$ cat src/rtl/room_relay_keycard_controller_core_macros.svh
// Assertion helpers for the room relay and keycard controller.
// Both sample on clk and stay quiet while arst_n is low.
`ifndef ROOM_RELAY_KEYCARD_CONTROLLER_CORE_MACROS_SVH
`define ROOM_RELAY_KEYCARD_CONTROLLER_CORE_MACROS_SVH

// Same-cycle implication.
`define RRKC_ASSERT_NOW(lbl, ante, cons, msg) \
	lbl: assert property (@(posedge clk) disable iff (!arst_n) (ante) |-> (cons)) \
		else $error(msg);

// Next-cycle implication.
`define RRKC_ASSERT_NEXT(lbl, ante, cons, msg) \
	lbl: assert property (@(posedge clk) disable iff (!arst_n) (ante) |=> (cons)) \
		else $error(msg);

`endif

$ cat src/rtl/rrkc_pkg.sv
package rrkc_pkg;

	localparam int NUM_BUTTONS = 24;
	localparam int NUM_RELAYS  = 16;
	localparam int CNT_W       = 24;
	localparam int CFG_IDX_W   = 2;

	typedef enum logic {
		OP_SCAN = 1'b0,
		OP_TICK = 1'b1
	} op_t;

	typedef enum logic [CFG_IDX_W-1:0] {
		CFG_BELL_TIMEOUT = 2'd0,
		CFG_CARD_INSERT  = 2'd1,
		CFG_CARD_REMOVE  = 2'd2
	} cfg_idx_t;

	localparam logic [CNT_W-1:0] BELL_TIMEOUT_RST = 24'd1000;
	localparam logic [CNT_W-1:0] CARD_INSERT_RST  = 24'd100;
	localparam logic [CNT_W-1:0] CARD_REMOVE_RST  = 24'd1000;

	// Button positions
	localparam int B_MUR_OUT = 0;
	localparam int B_DND_OUT = 1;
	localparam int B_BELL    = 2;
	localparam int B_UNUSED  = 6;
	localparam int B_SL1     = 7;
	localparam int B_S9      = 8;
	localparam int B_BATH1   = 9;
	localparam int B_BATH2   = 13;
	localparam int B_MASTER  = 14;
	localparam int B_SPARE_A = 17;
	localparam int B_SPARE_B = 18;
	localparam int B_MUR_IN  = 19;
	localparam int B_DND_IN  = 20;
	localparam int B_SPARE_C = 21;
	localparam int B_SPARE_D = 22;
	localparam int B_CARD    = 23;

	// Relay numbers, counted from one
	localparam int R_BELL    = 13;
	localparam int R_LOBBY   = 8;
	localparam int R_WELC_A  = 12;
	localparam int R_WELC_B  = 11;
	localparam int R_WELC_C  = 15;
	localparam int R_BATH    = 9;

	localparam int NUM_TOGGLES = 12;
	localparam int TOG_BUTTON [NUM_TOGGLES] = '{3, 4, 5, 7, 8, 9, 10, 11, 12, 13, 15, 16};
	localparam int TOG_RELAY  [NUM_TOGGLES] = '{7, 6, 3, 8, 15, 9, 10, 1, 16, 9, 2, 14};

	function automatic logic [NUM_RELAYS-1:0] rly(input int n);
		rly = NUM_RELAYS'(1) << (n - 1);
	endfunction

	function automatic logic [NUM_BUTTONS-1:0] btn(input int i);
		btn = NUM_BUTTONS'(1) << i;
	endfunction

	function automatic logic [CNT_W-1:0] bump(input logic [CNT_W-1:0] c);
		bump = (c == '1) ? c : c + CNT_W'(1);
	endfunction

	// Master hold keeps only the lobby relay and welcome relays A and B, not welcome relay C
	localparam logic [NUM_RELAYS-1:0] MASTER_RLY_KEEP =
		rly(R_LOBBY) | rly(R_WELC_A) | rly(R_WELC_B);
	localparam logic [NUM_BUTTONS-1:0] MASTER_LED_KEEP =
		btn(B_BELL) | btn(B_MASTER) | btn(B_UNUSED) | btn(B_CARD);
	localparam logic [NUM_RELAYS-1:0] WELCOME_RLY =
		rly(R_WELC_A) | rly(R_WELC_B) | rly(R_WELC_C) | rly(R_LOBBY);

	typedef struct packed {
		logic [NUM_RELAYS-1:0]  relay;
		logic [NUM_BUTTONS-1:0] led;
		logic                   dnd;
		logic                   master;
		logic                   bell_run;
		logic [CNT_W-1:0]       bell_cnt;
		logic                   card_present;
		logic                   card_en;
		logic [CNT_W-1:0]       ins_cnt;
		logic [CNT_W-1:0]       abs_cnt;
	} ctl_state_t;

	typedef struct packed {
		logic [CNT_W-1:0] bell_timeout;
		logic [CNT_W-1:0] card_insert;
		logic [CNT_W-1:0] card_remove;
	} cfg_t;

endpackage

$ cat src/rtl/rrkc_cfg_regs.sv
module rrkc_cfg_regs
	import rrkc_pkg::*;
(
	input  logic                 clk,
	input  logic                 arst_n,
	input  logic                 wr_en,
	input  logic [CFG_IDX_W-1:0] wr_index,
	input  logic [CNT_W-1:0]     wr_data,
	output cfg_t                 cfg
);

	cfg_t cfg_q;

	always_ff @(posedge clk or negedge arst_n) begin
		if (!arst_n) begin
			cfg_q.bell_timeout <= BELL_TIMEOUT_RST;
			cfg_q.card_insert  <= CARD_INSERT_RST;
			cfg_q.card_remove  <= CARD_REMOVE_RST;
		end else if (wr_en) begin
			case (cfg_idx_t'(wr_index))
				CFG_BELL_TIMEOUT: cfg_q.bell_timeout <= wr_data;
				CFG_CARD_INSERT:  cfg_q.card_insert  <= wr_data;
				CFG_CARD_REMOVE:  cfg_q.card_remove  <= wr_data;
				default: ;
			endcase
		end
	end

	assign cfg = cfg_q;

endmodule

$ cat src/rtl/rrkc_room_state.sv
module rrkc_room_state
	import rrkc_pkg::*;
(
	input  logic                   clk,
	input  logic                   arst_n,
	input  logic                   adv,
	input  op_t                    op,
	input  logic [NUM_BUTTONS-1:0] press_mask,
	input  logic [NUM_BUTTONS-1:0] release_mask,
	input  cfg_t                   cfg,
	output ctl_state_t             state,
	output ctl_state_t             nxt
);

	ctl_state_t state_q;

	always_comb begin
		logic [CNT_W-1:0] cnt;
		logic             lvl;
		nxt = state_q;
		cnt = '0;
		lvl = 1'b0;
		if (op == OP_TICK) begin
			if (state_q.bell_run) begin
				cnt = bump(state_q.bell_cnt);
				nxt.bell_cnt = cnt;
				if (cnt >= cfg.bell_timeout) begin
					nxt.relay[R_BELL-1] = 1'b0;
					nxt.bell_cnt        = '0;
					nxt.bell_run        = 1'b0;
				end
			end
			if (state_q.card_present) begin
				cnt = bump(state_q.ins_cnt);
				nxt.ins_cnt = cnt;
				nxt.abs_cnt = '0;
				if (cnt >= cfg.card_insert) begin
					nxt.ins_cnt = '0;
					if (!state_q.card_en) begin
						nxt.relay      = nxt.relay | WELCOME_RLY;
						nxt.led[B_SL1] = 1'b1;
						nxt.led[B_S9]  = 1'b1;
						nxt.card_en    = 1'b1;
					end
				end
			end else begin
				cnt = bump(state_q.abs_cnt);
				nxt.abs_cnt = cnt;
				if (cnt >= cfg.card_remove) begin
					nxt.abs_cnt = '0;
					nxt.card_en = 1'b0;
					nxt.relay   = '0;
					nxt.led     = '0;
					nxt.dnd     = 1'b0;
				end
			end
		end else begin
			if (press_mask[B_BELL]) begin
				nxt.led[B_BELL] = 1'b1;
				if (!state_q.dnd) begin
					nxt.relay[R_BELL-1] = 1'b1;
					nxt.bell_run        = 1'b1;
				end
			end else if (release_mask[B_BELL]) begin
				nxt.led[B_BELL] = 1'b0;
			end
			// Only the two bath buttons share a relay; walk the list in order
			for (int k = 0; k < NUM_TOGGLES; k++) begin
				if (press_mask[TOG_BUTTON[k]]) begin
					nxt.led[TOG_BUTTON[k]]   = 1'b1;
					nxt.relay[TOG_RELAY[k]-1] = ~nxt.relay[TOG_RELAY[k]-1];
				end else if (release_mask[TOG_BUTTON[k]]) begin
					lvl = nxt.relay[TOG_RELAY[k]-1];
					nxt.led[TOG_BUTTON[k]] = lvl;
					if (TOG_BUTTON[k] == B_BATH1) nxt.led[B_BATH2] = lvl;
					if (TOG_BUTTON[k] == B_BATH2) nxt.led[B_BATH1] = lvl;
				end
			end
			if (press_mask[B_MASTER]) begin
				nxt.led[B_MASTER] = 1'b1;
				nxt.master        = 1'b1;
			end else if (release_mask[B_MASTER]) begin
				nxt.led[B_MASTER] = 1'b0;
				nxt.master        = 1'b0;
			end
			if (press_mask[B_SPARE_A]) nxt.led[B_SPARE_A] = ~nxt.led[B_SPARE_A];
			if (press_mask[B_SPARE_B]) nxt.led[B_SPARE_B] = ~nxt.led[B_SPARE_B];
			if (press_mask[B_MUR_IN] && !state_q.dnd) begin
				lvl = ~nxt.led[B_MUR_IN];
				nxt.led[B_MUR_IN]  = lvl;
				nxt.led[B_MUR_OUT] = lvl;
			end
			if (press_mask[B_DND_IN]) begin
				lvl = ~nxt.led[B_DND_IN];
				nxt.led[B_DND_IN]  = lvl;
				nxt.led[B_DND_OUT] = lvl;
				nxt.led[B_MUR_IN]  = 1'b0;
				nxt.led[B_MUR_OUT] = 1'b0;
				nxt.dnd            = ~state_q.dnd;
			end
			if (press_mask[B_SPARE_C]) nxt.led[B_SPARE_C] = ~nxt.led[B_SPARE_C];
			if (press_mask[B_SPARE_D]) nxt.led[B_SPARE_D] = ~nxt.led[B_SPARE_D];
			if (press_mask[B_CARD]) begin
				nxt.abs_cnt      = '0;
				nxt.card_present = 1'b1;
			end else if (release_mask[B_CARD]) begin
				nxt.card_present = 1'b0;
			end
			// Held master forces loads off but welcome relays A and B, lobby light on, DND cleared
			if (nxt.master) begin
				nxt.relay = (nxt.relay & MASTER_RLY_KEEP) | rly(R_LOBBY);
				nxt.led   = (nxt.led & MASTER_LED_KEEP) | btn(B_SL1);
				nxt.dnd   = 1'b0;
			end
		end
	end

	always_ff @(posedge clk or negedge arst_n) begin
		if (!arst_n) begin
			state_q <= '0;
		end else if (adv) begin
			state_q <= nxt;
		end
	end

	assign state = state_q;

endmodule

$ cat src/rtl/room_relay_keycard_controller_core.sv
// Channel   Direction  Payload (lowest bit first)
// s_*       in         tuser: operation; tdata: press_mask, release_mask
// m_*       out        tdata: relay_drive, indicator_leds
// cfg_*     in         cfg_index selects the register, cfg_data its 24-bit value
//
// One item per cycle sustained while the result is not stalled; each result is registered.
// Input register, then the room state update in one pass into the result register.
// Reset clears the room state's relays, LEDs and all timers; config registers return to their defaults.
// A stalled result holds the input stage, which stops taking items once full.
// Configuration writes complete in the cycle they are offered.
`include "room_relay_keycard_controller_core_macros.svh"

module room_relay_keycard_controller_core
	import rrkc_pkg::*;
(
	input  logic                 clk,
	input  logic                 arst_n,
	input  logic                 s_tvalid,
	output logic                 s_tready,
	input  logic [47:0]          s_tdata,    // press_mask, release_mask
	input  logic                 s_tuser,    // operation
	output logic                 m_tvalid,
	input  logic                 m_tready,
	output logic [39:0]          m_tdata,    // relay_drive, indicator_leds
	input  logic                 cfg_valid,
	output logic                 cfg_ready,
	input  logic [CFG_IDX_W-1:0] cfg_index,
	input  logic [CNT_W-1:0]     cfg_data
);

	logic                   valid_s1;
	op_t                    op_s1;
	logic [NUM_BUTTONS-1:0] press_s1;
	logic [NUM_BUTTONS-1:0] release_s1;
	logic                   adv;
	logic                   m_valid_q;
	logic [NUM_RELAYS-1:0]  relay_q;
	logic [NUM_BUTTONS-1:0] led_q;
	cfg_t                   cfg;
	ctl_state_t             state;
	ctl_state_t             nxt;

	assign cfg_ready = 1'b1;
	assign adv       = valid_s1 && (!m_valid_q || m_tready);
	assign s_tready  = !valid_s1 || adv;

	rrkc_cfg_regs u_cfg (
		.clk      (clk),
		.arst_n   (arst_n),
		.wr_en    (cfg_valid && cfg_ready),
		.wr_index (cfg_index),
		.wr_data  (cfg_data),
		.cfg      (cfg)
	);

	always_ff @(posedge clk or negedge arst_n) begin
		if (!arst_n) begin
			valid_s1 <= 1'b0;
		end else if (s_tready) begin
			valid_s1 <= s_tvalid;
		end
	end

	always_ff @(posedge clk) begin
		if (s_tvalid && s_tready) begin
			op_s1      <= op_t'(s_tuser);
			press_s1   <= s_tdata[23:0];
			release_s1 <= s_tdata[47:24];
		end
	end

	rrkc_room_state u_state (
		.clk          (clk),
		.arst_n       (arst_n),
		.adv          (adv),
		.op           (op_s1),
		.press_mask   (press_s1),
		.release_mask (release_s1),
		.cfg          (cfg),
		.state        (state),
		.nxt          (nxt)
	);

	always_ff @(posedge clk or negedge arst_n) begin
		if (!arst_n) begin
			m_valid_q <= 1'b0;
		end else if (adv) begin
			m_valid_q <= 1'b1;
		end else if (m_tready) begin
			m_valid_q <= 1'b0;
		end
	end

	always_ff @(posedge clk) begin
		if (adv) begin
			relay_q <= nxt.relay;
			led_q   <= nxt.led;
		end
	end

	assign m_tvalid = m_valid_q;
	assign m_tdata  = {led_q, relay_q};

	`RRKC_ASSERT_NEXT(a_adv_gives_result, adv, m_tvalid, "advanced item produced no result")
	`RRKC_ASSERT_NOW(a_ready_when_out_free, !m_valid_q, s_tready, "input stalled with free output")
	`RRKC_ASSERT_NOW(a_bell_idle_count, !state.bell_run, state.bell_cnt == '0, "bell count left over")
	`RRKC_ASSERT_NOW(a_card_absent_count, state.card_present, state.abs_cnt == '0, "absence counted with card in")

endmodule
$ cat config.mk
export PLATFORM = sky130hd
export DESIGN_NAME = room_relay_keycard_controller_core
export DESIGN_NICKNAME = d
export VERILOG_FILES = /design/src/rtl/rrkc_pkg.sv /design/src/rtl/rrkc_cfg_regs.sv /design/src/rtl/rrkc_room_state.sv /design/src/rtl/room_relay_keycard_controller_core.sv
export VERILOG_INCLUDE_DIRS = /design/src /design/src/rtl
export SDC_FILE = /design/constraint.sdc
export NUM_CORES = 1
export LEC_CHECK = 0
export BUFFER_PORTS_ARGS = -buffer_cell sky130_fd_sc_hd__buf_2
export CORE_ASPECT_RATIO = 0.9
export CORE_MARGIN = 2
export CORE_UTILIZATION = 58
export DETAILED_ROUTE_END_ITERATION = 7
export PLACE_DENSITY = 0.85
export SYNTH_ARGS = -nofsm -noshare
export SYNTH_HDL_FRONTEND = slang
export SYNTH_SLANG_ARGS = --single-unit
$ cat constraint.sdc
create_clock -name clk -period 5.3 [get_ports clk]
set_clock_uncertainty 0.2 [all_clocks]
set_input_delay 1.06 -clock clk [delete_from_list [all_inputs] [get_ports clk]]
set_output_delay 1.06 -clock clk [all_outputs]
set_load 0.01 [all_outputs]
* Word-level counts from Yosys, hierarchy flattened
Index checks and enable logic that the tools add are counted.
** Storage, ports and cells
- Bits in registers :: 280
- Input port bits :: 80
- Logic and storage cells :: 171
** Cells by class
- Add/sub/neg operators :: 3
- Magnitude comparators :: 3
- Equality and inequality tests :: 9
- Mux-type cells :: 90
- Bitwise logic cells :: 20
- Reductions and logical operators :: 26
** Operator list (number)
- $mux 24 :: 7
- $mux 41 :: 3
- $mux 25 :: 3
- $add 24x1->24 const B :: 3
- $eq 24x24->1 const B :: 3
- $ge 24x24->1 :: 3
- $mux 1 :: 67
- $mux 15 :: 3
- $not 1->1 :: 20
- $mux 16 :: 1
- $reduce_and 3->1 :: 4
- $reduce_and 2->1 :: 5
- $reduce_bool 2->1 :: 5
- $mux 2 :: 4
- $mux 8 :: 1
- $reduce_and 4->1 :: 2
- $ne 2x2->1 const B :: 3
- $logic_and 1x1->1 :: 3
- $logic_not 1->1 :: 3
- $mux 3 :: 1
- $reduce_bool 3->1 :: 1
- $eq 2x1->1 const B :: 1
- $eq 2x2->1 const B :: 1
- $logic_not 2->1 :: 1
- 2 further kinds :: 3

* Longest topological paths before layout
- Word-level depth :: 9
- Mapped depth :: 17
- Depth with buffers taken out :: 15

* Modules after synthesis
Synthesis repeated with hierarchy kept, for this count alone.
** Unflattened totals
- Cells, all modules :: 1639
- Area total of the unflattened synthesis :: 15877.7 µm²
** By module, submodules not included
- rrkc_room_state :: times used 1, cells an instance 1387, area each 10352.4 µm²
- room_relay_keycard_controller_core :: times used 1, cells an instance 99, area each 2787.7 µm²
- rrkc_cfg_regs :: times used 1, cells an instance 153, area each 2737.6 µm²

* Worst setup path after synthesis
Ideal clock, no wire load.
- Path type :: reg2reg
- From :: register u_state.state_q, in the netlist u_state.state[57]
- To :: register relay_q[12], data pin
- Setup time :: 260 ps
- Data arrival time :: 3424 ps
- Required time :: 4840 ps
- Setup slack :: 1416 ps
- Cell stages (with the launch flop) :: 17
- Path buffers :: 2
- Path through :: dfrtp_1 buf_2 and4_1 and4_1 nand3_2 nor4_2 nand3_1 xnor2_1 ha_1 nand4_1 nor4_1 o21ai_0 o211ai_1 clkbuf_1 nand2_1 a21oi_1 o21ai_0
** RTL lines
- from (decl) :: line rrkc_room_state.sv:15 : ctl_state_t state_q;
- from (signal assigned) :: line rrkc_room_state.sv:122 : state_q <= nxt;
- to (signal assigned) :: line room_relay_keycard_controller_core.sv:96 : relay_q <= nxt.relay;
- to (decl) :: line room_relay_keycard_controller_core.sv:37 : logic [NUM_RELAYS-1:0] relay_q;

* Worst setup path after layout
- From :: register u_state.state_q, in the netlist u_state.state[29]
- To :: register u_state.state_q, in the netlist u_state.state[25]
** On the way
- Cells in the longest elaborated chain, start to end :: 4
- Elaborated cells between the ends (all ways) :: 5
** RTL lines
- $add 24x1->24 or $eq 24x24->1 (tied branches) :: line rrkc_pkg.sv:62 : bump = (c == '1) ? c : c + CNT_W'(1);
- $mux 24 * :: line rrkc_pkg.sv:62
- $ge 24x24->1 :: line rrkc_room_state.sv:37 : if (cnt >= cfg.card_insert) begin
- $mux 25 * :: line rrkc_room_state.sv:37
Mark *: on every way between the ends. The rest lies on a longest branch, timed or not. The select of a mux whose other input is x is not followed.
A chain may end at the register's enable or synchronous reset.

==> results by group <==
Min path
  – Worst hold start: u_state.state[83]$_DFFE_PN0P_
  – Hold path cells: 1
  – Hold WC Path Type: reg2reg
  – Worst Hold End: u_state.state[83]$_DFFE_PN0P_

Yosys
  – Mean Syn Cell Area: around 10 µm²
  – Async S/R FF share, synth: 71.27%
  – Post-synth top area cell: dfrtp_1
  – Register bit total from synthesis: ~270
  – Primary FF master, synth: dfrtp_1
  – Number of synthesized flops with an enable pin: between 70 and 80
  – Synth Instances: approximately 1400
  – Synth cell types: 70
  – Mapped Nets: ~1600
  – Synth Cell Area: approximately 14000 µm²
  – Sequential share of the synthesized area: roughly 49%
  – Synth Warn #: 0
  – Top cells by area, synth: dfrtp_1 31%, edfxtp_1 16%, ha_1 6.5%, o21ai_0 4.6%, mux2_2 4.1%
  – Post-synth top area share: between 30% and 40%

CTS
  – H-tree Lvls: 1
  – CTS buffer count: 28
  – Worst-Skew Late Latency: around 540 ps
  – Clk sinks: ~270
  – Post-CTS setup buffer count: 0
  – CTS tree: yes
  – CTS hold repair buffers: 0
  – Clk buf depth: 3
  – Clk root buf: clkbuf_16
  – Post-CTS resize count: 0
  – Clock slew at reported path FFs: about 60 ps

STA
  – Max-slew violation count: 0
  – Max Clock Freq: around 220 MHz
  – Slew @ Worst Pin: 1181 ps
  – Hold Fails Final Rpt: 0
  – RSZ-0062 raised after global routing: false
  – Final period util: 86.69%
  – Setup TNS: 0 ps
  – # setup viols final: 0
  – Slew headroom: around a fifth
  – Period minus WS final: roughly 4600 ps

Setup path
  – Critical path class: reg2reg
  – Crit start category: flop
  – Delay-heaviest family, CP: compound AO/OA/AOI/OAI gates
  – RR Startpoint: u_state.state[29]$_DFFE_PN0P_
  – Worst R2R End: u_state.state[25]$_DFFE_PN0P_
  – Reg-to-reg setup timing slack: about 710 ps
  – CP endpoint kind: flop
  – Delay of the slowest critical-path stage: ~600 ps
  – FF-to-FF path depth: 12
  – Crit path buffers/inverters: 0
  – Number of cells on the critical path: 12
  – Worst EP arrival: approximately 4800 ps
  – Max FO, Critical Path: 19
  – CP max-delay cell: a2111oi_0
  – Crit-path cells: and3_4 > and4_1 > a31oi_4 > nand2_1 > nor3_2 > xnor2_1 > ha_1 > nand4_1 > a2111oi_0 > a21o_1 > nor2_1 > a32o_1
  – WP data required: around 5500 ps

Routing
  – Via density: just over 6
  – Final WL: between 30000 and 40000 µm
  – Routed wire per std cell: around 18 µm
  – Initial DRC count: 1112
  – Via count: around 11000
  – DRC: 0
  – Antenna-violating nets left: 0
  – TritonRoute pass-1 iters: 5

Flow run
  – Max-Cap Viols: 0

Global route
  – Global Route Usage Sum: 26.22%
  – Met2 usage: 43.42%
  – Vias in the first global route: between 10000 and 15000
  – Initial antenna violation count: 1
  – First-pass GRT wire length: between 50000 and 60000 µm
  – Global-route met1 utilization: a little over a third
  – Top Usage Layer GRT: met2
  – GR Overflow Total: 0
  – Pin count of the biggest net entering global routing: roughly 120
  – Met3 Usage GRT: approximately 3.9%

Cells and area
  – Final nets: approximately 1700
  – Commonest non-fill, non-tap cell in the layout: dfrtp_1
  – Most frequent cells in the layout: 176 x dfrtp_1, 132 x o21ai_0, 120 x nand2_1, 109 x inv_1, 108 x buf_2
  – Fillers: around 1700
  – Synthesis-to-layout area growth: 12.42%
  – Share of cells above drive strength 1: 17.70%

Floorplanning
  – Site Rows: 54
  – Core footprint: roughly 24000 µm²
  – DIE WIDTH: roughly 170 µm
  – DIE HEIGHT: 153.5 µm
  – IO Count: 123
  – Starting Density: 59.21%
  – Die outline area: between 20000 and 30000 µm²

Place
  – RePlAce Congestion: just under 0.9
  – Port Buffer Count: 109
  – Post-DP HPWL: between 20000 and 25000 µm

Pwr
  – Worst vdd ir: ~260 µV
  – Power Total: 5729 µW
  – Leak Pwr: around 0.0073 µW
  – Pwr dens: 353.9 nW/µm²

Run status
  – Run status: finished, final reports clean
-- worst max path at each step --
stage | start | end | slack (ps)
2_1_floorplan | u_state.state[57]$_DFFE_PN0P_ | relay_q[12]$_DFFE_PP_ | 1420
3_3_place_gp | u_state.state[56]$_DFFE_PN0P_ | u_state.state[50]$_DFFE_PN0P_ | 850
3_5_place_dp | u_state.state[29]$_DFFE_PN0P_ | u_state.state[25]$_DFFE_PN0P_ | 820
4_1_cts | u_state.state[29]$_DFFE_PN0P_ | u_state.state[25]$_DFFE_PN0P_ | 760
5_1_grt | u_state.state[27]$_DFFE_PN0P_ | u_state.state[25]$_DFFE_PN0P_ | 400
6_report | u_state.state[29]$_DFFE_PN0P_ | u_state.state[25]$_DFFE_PN0P_ | 710
-- worst register-to-register path: stages, from the launching register on --
cell and delay, ps:
dfrtp_1 440, and3_4 240, and4_1 330, a31oi_4 460, nand2_1 120, nor3_2 240
xnor2_1 150, ha_1 320, nand4_1 140, a2111oi_0 600, a21o_1 580, nor2_1 320
a32o_1 350
-- area by class of cell --
class	instances	area, µm²	share of cell area, %
inverter	111	416.7	2.574
clock inverter	14	152.6	0.9429
timing repair buffer	131	719.4	4.444
sequential	268	7111	43.92
antenna	1	2.502	0.01546
tap	308	385.4	2.380
clock buffer	37	765.7	4.730
multi-input combinational	981	6636	40.99
-- logic make-up after synthesis --
group | synth area share, %
mux | 4.622
fa+ha+maj | 6.516
xor+xnor | 4.014
flops | 49.37
compound gates | 16.92
other cells | 0.02604
simple gates | 13.83
buf+inv | 4.692
-- synthesized netlist by cell type (27+ instances only) --
| cell | number |
|---|---|
| inv_1 | 109 |
| a21oi_1 | 96 |
| ha_1 | 75 |
| dfrtp_1 | 176 |
| o21ai_0 | 132 |
| nand2_1 | 120 |
| nor2_1 | 81 |
| and3_1 | 27 |
| clkbuf_1 | 40 |
| mux2_2 | 52 |
| edfxtp_1 | 77 |
| xnor2_1 | 40 |
| nand3_1 | 35 |
-- sequential cells by signal, summed over array words and instances (netlist names) --
name           flops
u_cfg.cfg         72
valid_s1           1
u_state.state    117
op_s1              1
release_s1        15
m_tvalid           1
led_q             24
relay_q           16
press_s1          21
-- power breakdown --
part	leakage (µW)	switching [µW]	internal, µW
Combinational	0.00367	647	451
Sequential	0.00317	210	2440
Clock	0.000445	816	1160
-- stage by stage --
step | cells | hold slack, ps | setup slack (ps) | instance area (µm²) | util (%)
after floorplan | 1417 | 244.2 | 1416 | 14400 | -
after global placement | 1799 | 260.2 | 854.8 | 15270 | 62.77
after detailed placement | 1799 | 266.0 | 819.1 | 15270 | 62.77
after CTS | 1850 | 282.3 | 755.3 | 16190 | 66.55
after global routing | 1850 | 306.9 | 401.2 | 16190 | 66.55
final | 1851 | 277.4 | 705.3 | 16190 | 66.56
-- layer usage --
metal / wire, µm / vias to the layer above
li1: - / 5303
met1: 14570 / 5466
met2: 16290 / 462
met3: 2172 / 91
met4: 1118 / 2
met5: 12 / -
No activity file was read; power rests on OpenSTA's default activity.
